**src/hw/rtl/vm_instruction_execute_top_defines.svh**
```systemverilog
// assertion macros for the instruction executor
`ifndef VM_INSTRUCTION_EXECUTE_TOP_DEFINES_SVH
`define VM_INSTRUCTION_EXECUTE_TOP_DEFINES_SVH
`ifndef SYNTHESIS
`define VMX_ASSERT(label, clk, rst_n, prop) \
    label: assert property (@(posedge clk) disable iff (!rst_n) prop) else $error("%m failed");
`define VMX_ASSERT_RST(label, clk, prop) \
    label: assert property (@(posedge clk) prop) else $error("%m failed");
`else
`define VMX_ASSERT(label, clk, rst_n, prop)
`define VMX_ASSERT_RST(label, clk, prop)
`endif
`endif

```
**src/hw/rtl/vmx_pkg.sv**
```systemverilog
package vmx_pkg;
    localparam logic [7:0] OP_MOVI = 8'h3f, OP_MOV = 8'h40, OP_PUSHI = 8'h19, OP_PUSH = 8'h12,
        OP_POP = 8'h9d, OP_ANDI = 8'hde, OP_AND = 8'hda, OP_ORI = 8'hb7, OP_OR = 8'hb2,
        OP_XORI = 8'hc1, OP_XOR = 8'hc9, OP_NOT = 8'h56, OP_ADDI = 8'h05, OP_ADD = 8'h0b,
        OP_SUBI = 8'h2f, OP_SUB = 8'h2c, OP_MULI = 8'h3d, OP_MUL = 8'h39, OP_DIVI = 8'h44,
        OP_DIV = 8'h47, OP_MODI = 8'h66, OP_MOD = 8'h60, OP_CMPI = 8'he9, OP_CMP = 8'hee,
        OP_JMP = 8'hfe, OP_JZ = 8'hf0, OP_JNZ = 8'hf1, OP_JE = 8'hf2, OP_JNE = 8'hf3,
        OP_JL = 8'hf4, OP_JLE = 8'hf5, OP_JG = 8'hf6, OP_JGE = 8'hf7, OP_CALL = 8'h99;
    localparam logic [3:0] RET_OFS = 4'd9;
    typedef enum logic [2:0] {
        F_OK = 3'd0, F_OVER = 3'd1, F_UNDER = 3'd2, F_TARGET = 3'd3,
        F_DIVZERO = 3'd4, F_REG = 3'd5, F_OPCODE = 3'd6
    } t_fault;
    typedef enum logic [3:0] {
        K_MOVE, K_AND, K_OR, K_XOR, K_ADD, K_SUB, K_MUL, K_DIV, K_MOD, K_CMP,
        K_NOT, K_PUSH, K_POP, K_JUMP, K_CALL, K_BAD
    } t_kind;
    typedef struct packed {
        t_kind       kind;
        logic        regsrc;
        logic [7:0]  op;
        logic [63:0] a;
        logic [63:0] b;
        logic [11:0] ia;
    } t_cmd;
    typedef enum logic [2:0] {S_IDLE, S_READ, S_MUL, S_DIV, S_EXEC, S_OUT} t_state;
    typedef struct packed {
        logic        jump_taken;
        logic [11:0] next_addr;
        logic [63:0] written_value;
        t_fault      fault;
    } t_res;
endpackage

```
**src/hw/rtl/vmx_front.sv**
```systemverilog
module vmx_front (
    input  logic           i_clk,
    input  logic           i_rst_n,
    input  logic           i_push,
    output logic           o_full,
    input  logic [7:0]     i_req_type,
    input  logic [63:0]    i_arg_a,
    input  logic [63:0]    i_arg_b,
    input  logic [11:0]    i_instr_addr,
    output logic           o_valid,
    output vmx_pkg::t_cmd  o_cmd,
    input  logic           i_take
);
    // two-entry queue toward the back end
    vmx_pkg::t_cmd r_q [2];
    logic [1:0] r_cnt;
    logic       r_rd, r_wr;
    vmx_pkg::t_cmd n_cmd;
    logic acc, tk;

    always_comb begin
        n_cmd.op = i_req_type;
        n_cmd.a = i_arg_a;
        n_cmd.b = i_arg_b;
        n_cmd.ia = i_instr_addr;
        n_cmd.regsrc = 1'b0;
        unique case (i_req_type)
            vmx_pkg::OP_MOVI: n_cmd.kind = vmx_pkg::K_MOVE;
            vmx_pkg::OP_MOV: begin n_cmd.kind = vmx_pkg::K_MOVE; n_cmd.regsrc = 1'b1; end
            vmx_pkg::OP_ANDI: n_cmd.kind = vmx_pkg::K_AND;
            vmx_pkg::OP_AND: begin n_cmd.kind = vmx_pkg::K_AND; n_cmd.regsrc = 1'b1; end
            vmx_pkg::OP_ORI: n_cmd.kind = vmx_pkg::K_OR;
            vmx_pkg::OP_OR: begin n_cmd.kind = vmx_pkg::K_OR; n_cmd.regsrc = 1'b1; end
            vmx_pkg::OP_XORI: n_cmd.kind = vmx_pkg::K_XOR;
            vmx_pkg::OP_XOR: begin n_cmd.kind = vmx_pkg::K_XOR; n_cmd.regsrc = 1'b1; end
            vmx_pkg::OP_ADDI: n_cmd.kind = vmx_pkg::K_ADD;
            vmx_pkg::OP_ADD: begin n_cmd.kind = vmx_pkg::K_ADD; n_cmd.regsrc = 1'b1; end
            vmx_pkg::OP_SUBI: n_cmd.kind = vmx_pkg::K_SUB;
            vmx_pkg::OP_SUB: begin n_cmd.kind = vmx_pkg::K_SUB; n_cmd.regsrc = 1'b1; end
            vmx_pkg::OP_MULI: n_cmd.kind = vmx_pkg::K_MUL;
            vmx_pkg::OP_MUL: begin n_cmd.kind = vmx_pkg::K_MUL; n_cmd.regsrc = 1'b1; end
            vmx_pkg::OP_DIVI: n_cmd.kind = vmx_pkg::K_DIV;
            vmx_pkg::OP_DIV: begin n_cmd.kind = vmx_pkg::K_DIV; n_cmd.regsrc = 1'b1; end
            vmx_pkg::OP_MODI: n_cmd.kind = vmx_pkg::K_MOD;
            vmx_pkg::OP_MOD: begin n_cmd.kind = vmx_pkg::K_MOD; n_cmd.regsrc = 1'b1; end
            vmx_pkg::OP_CMPI: n_cmd.kind = vmx_pkg::K_CMP;
            vmx_pkg::OP_CMP: begin n_cmd.kind = vmx_pkg::K_CMP; n_cmd.regsrc = 1'b1; end
            vmx_pkg::OP_NOT: n_cmd.kind = vmx_pkg::K_NOT;
            vmx_pkg::OP_PUSHI, vmx_pkg::OP_PUSH: n_cmd.kind = vmx_pkg::K_PUSH;
            vmx_pkg::OP_POP: n_cmd.kind = vmx_pkg::K_POP;
            vmx_pkg::OP_JMP, vmx_pkg::OP_JZ, vmx_pkg::OP_JNZ, vmx_pkg::OP_JE,
            vmx_pkg::OP_JNE, vmx_pkg::OP_JL, vmx_pkg::OP_JLE, vmx_pkg::OP_JG,
            vmx_pkg::OP_JGE: n_cmd.kind = vmx_pkg::K_JUMP;
            vmx_pkg::OP_CALL: n_cmd.kind = vmx_pkg::K_CALL;
            default: n_cmd.kind = vmx_pkg::K_BAD;
        endcase
    end

    assign o_full  = (r_cnt == 2'd2);
    assign o_valid = (r_cnt != 2'd0);
    assign o_cmd   = r_q[r_rd];
    assign acc = i_push && !o_full;
    assign tk  = i_take && o_valid;

    always_ff @(posedge i_clk) begin
        if (!i_rst_n) begin
            r_cnt <= 2'd0;
            r_rd  <= 1'b0;
            r_wr  <= 1'b0;
        end else begin
            if (acc) r_wr <= ~r_wr;
            if (tk) r_rd <= ~r_rd;
            r_cnt <= r_cnt + {1'b0, acc} - {1'b0, tk};
        end
        if (acc) r_q[r_wr] <= n_cmd;
    end
endmodule

```
**config.mk**
```make
export PLATFORM = sky130hd
export DESIGN_NAME = vmx_front
export DESIGN_NICKNAME = d
export VERILOG_FILES = /design/src/hw/rtl/vm_instruction_execute_top_defines.svh /design/src/hw/rtl/vmx_pkg.sv /design/src/hw/rtl/vmx_front.sv
export SDC_FILE = /design/constraint.sdc
export NUM_CORES = 1
export LEC_CHECK = 0
export BUFFER_PORTS_ARGS = -buffer_cell sky130_fd_sc_hd__buf_4
export CORE_MARGIN = 4
export CORE_UTILIZATION = 55
export DETAILED_ROUTE_END_ITERATION = 10
export PLACE_DENSITY = 0.8
export SYNTH_ARGS = -nofsm -noshare
export SYNTH_HDL_FRONTEND = slang
export SYNTH_SLANG_ARGS = --single-unit
```
**constraint.sdc**
```tcl
create_clock -name i_clk -period 15 [get_ports i_clk]
set_clock_uncertainty 0.15 [all_clocks]
set_input_delay 4.5 -clock i_clk [delete_from_list [all_inputs] [get_ports i_clk]]
set_output_delay 4.5 -clock i_clk [all_outputs]
set_load 0.02 [all_outputs]
```
==> results.toml <==
[run_status]
outcome = "finished, final reports clean"

[power_and_ir_drop]
power_uw = 2480
p_per_area_nw_per_um2 = 162
vdd_drop_max_mv = 0.124
p_leak_uw = 0.00561

[clocking]
numClockSinks = 311
clk_latency_ns = 0.53
cts_tree = "yes"
cts_setup_buffers = 0
cts_buffer_depth = 3
clkTransAtPathRegs_ns = 0.06
cts_max_level = 1
cts_hold_buf = 0
cts_buffers = 30
cts-root-buf = "clkbuf_16"
ctsResizeCount = 0

[floorplan]
num_rows = 53
dieHeight_um = 155
die-width_um = 155
pin_count = 307
core_area_um2 = 21200
initial_core_util_pct = 56.3
dieArea_um2 = 24100

[worst_setup_path]
end_kind = "output port"
rrSetupSlack_ns = 12.20
arrival_ns = 2.78
worstSetupPathType = "reg2out"
cp.required_ns = 10.35
cp_max_fo = 55
crit_path_start_kind = "flip-flop"

[yosys]
synth_nets = 759
muxShareOfSynthArea_pct = 14.5
synthAdderAreaFrac_pct = 0.210
synth_warnings = 0
synth_cells = 605
synth-async-reset-ratio_pct = 0
synth_xor_area_share_pct = 0.441
synth_top_family_by_area = "multiplexers"
synth-seq-area-share_pct = 78.0
synth_flop_cell = "edfxtp_1"
synth_seq_cells = 311
synth-compound-area-share_pct = 2.03
syn_area_per_cell_um2 = 19.7
synth.distinct_cells = 54
syn-cell-area_um2 = 11900
yosys.area_share.simple_pct = 3.45
synth_edf_count = 306

[sta]
setup_slack_ns = 7.57
max_freq_ghz = 0.135
period_minus_slack_ns = 7.43
hold_ws_ns = 0.394
period_share_pct = 49.5
rsz0062_at_grt = "false"
relSlewSlack_pct = 30.0
fin_setup_tns_ns = 0
setup_viol = 0
hold_violations = 0
worst_pin_slew_ns = 1.05
slew_violations = 0

[routing]
vias = 6627
drt_pass1_iterations = 4
via_per_inst = 5.45
antenna_left = 0
drt_iter0_markers = 340
drc = 0
drt-wirelength-per-cell_um = 20.8
wl_um = 25400

[global_routing]
grtUsageMet3_pct = 4.95
grt-ovfl-total = 0
grt_max_degree = 62
grt_use_total_pct = 20.2
grt_busiest_layer = "met2"
grt_pass1_vias = 6918
use_met1_pct = 23.6
met2_usage_pct = 36.6
grt_pass1_wl_um = 37900
antenna_found_initial = 3

[cells_and_area]
finalNonFillerCells = 1217
n_fill_cell = 1345
drive_above_1_share_pct = 54.2
nNetsFinal = 1071
areaGrowthSynthToFinish_pct = 28.7

[min_path]
min_path_type = "reg2reg"

[place]
post-dp-hpwl_um = 17200
portBuffers = 306
place_ws_ns = 8.07
gp_congestion = 0.839
dp_cells = 1160

[flow_run]
cap_violations = 0
==> cell usage in the layout (no fill, tap or decap), drive strengths merged, types with 3 or more instances in the layout <==
cell type and instances:
dfxtp 5, diode 3, clkinv 13, clkbuf 41
nor2b 5, or3 3, mux2 153, nor3 4
inv 4, buf 312, and2 4, nand4 3
o22ai 3, a21oi 3, nor4 5, o32ai 3
nand2b 5, nand3 6, and3 6, xor2 3
xnor2 3, nand2 8, edfxtp 306, nor2 8
==> power breakdown <==
group	total, uW	switching [uW]	internal [uW]
clock	665	290	375
combinational	692	377	315
sequential	1120	42.2	1080
total	2480	709	1770
==> per-layer routing <==
layer	vias to the layer above	wire length (um)
met1	3259	8930
met5	-	0
li1	3022	-
met2	297	13500
met3	49	2220
met4	0	699
==> logic make-up (layout without fill, tap and decap cells) <==
group | Yosys count | in the layout
flops | 311 | 311
fa+ha+maj | 2 | 2
simple gates | 68 | 68
xor+xnor | 6 | 6
compound gates | 29 | 29
buf+inv | 36 | 370
mux | 153 | 153
other cells | 0 | 3
==> final timing paths <==
path,start,to,cells past startpoint
setup / recovery,flip-flop,o_cmd[47],3
hold reg to reg,r_rd,flip-flop,2
hold / removal,r_rd,flip-flop,2
setup reg to reg,r_cnt[0],r_q[0][97],4
==> state kept, by name, indices dropped and copies added, names as in the netlist, named ones only <==
register / cells
r_cnt: 2
r_wr: 1
r_q: 306
r_rd: 1
==> cells in the mapped netlist (2+ instances only) <==
library cell | number | area (um^2)
nand4_1 | 3 | 18.8
o21ai_0 | 2 | 10.0
buf_2 | 12 | 60.1
buf_6 | 2 | 22.5
xnor2_1 | 3 | 26.3
and2_1 | 4 | 25.0
o22ai_1 | 3 | 18.8
or3b_1 | 2 | 17.5
nand2b_1 | 5 | 31.3
edfxtp_1 | 306 | 9190
and3_1 | 5 | 31.3
nand3_1 | 6 | 30.0
mux2_2 | 153 | 1720
a21oi_1 | 3 | 15.0
xor2_1 | 3 | 26.3
ha_1 | 2 | 25.0
nor4_1 | 4 | 25.0
nor3_1 | 4 | 20.0
nand3b_1 | 2 | 15.0
dfxtp_1 | 5 | 100
nand4b_1 | 2 | 17.5
nand2_1 | 8 | 30.0
nor2_1 | 8 | 30.0
or3_1 | 2 | 12.5
nor2b_1 | 5 | 31.3
a31oi_1 | 2 | 12.5
clkbuf_1 | 17 | 63.8
inv_1 | 4 | 15.0
o32ai_1 | 3 | 26.3
==> cell type report <==
cell class	count	area, um^2	share of cell area (%)
antenna	3	7.51	0.0490
clock buffer	41	813	5.30
clock inverter	13	53.8	0.351
inverter	4	15.0	0.0979
multi-input combinational	258	2460	16.1
sequential	311	9290	60.6
tap	275	344	2.24
timing repair buffer	312	2340	15.3
==> metrics by stage <==
step | instance area [um^2] | util, %
after floorplan | 11900 | -
after global placement | 14500 | 68.4
after detailed placement | 14500 | 68.4
after CTS | 15300 | 72.4
after global routing | 15300 | 72.5
final | 15300 | 72.5
==> critical path, cell delays in order, from the launching register on <==
cell     delay (ns)
dfxtp_4        0.87
buf_4          0.70
mux2_2         0.44
buf_4          0.17
No activity file was read; power rests on OpenSTA's default activity.
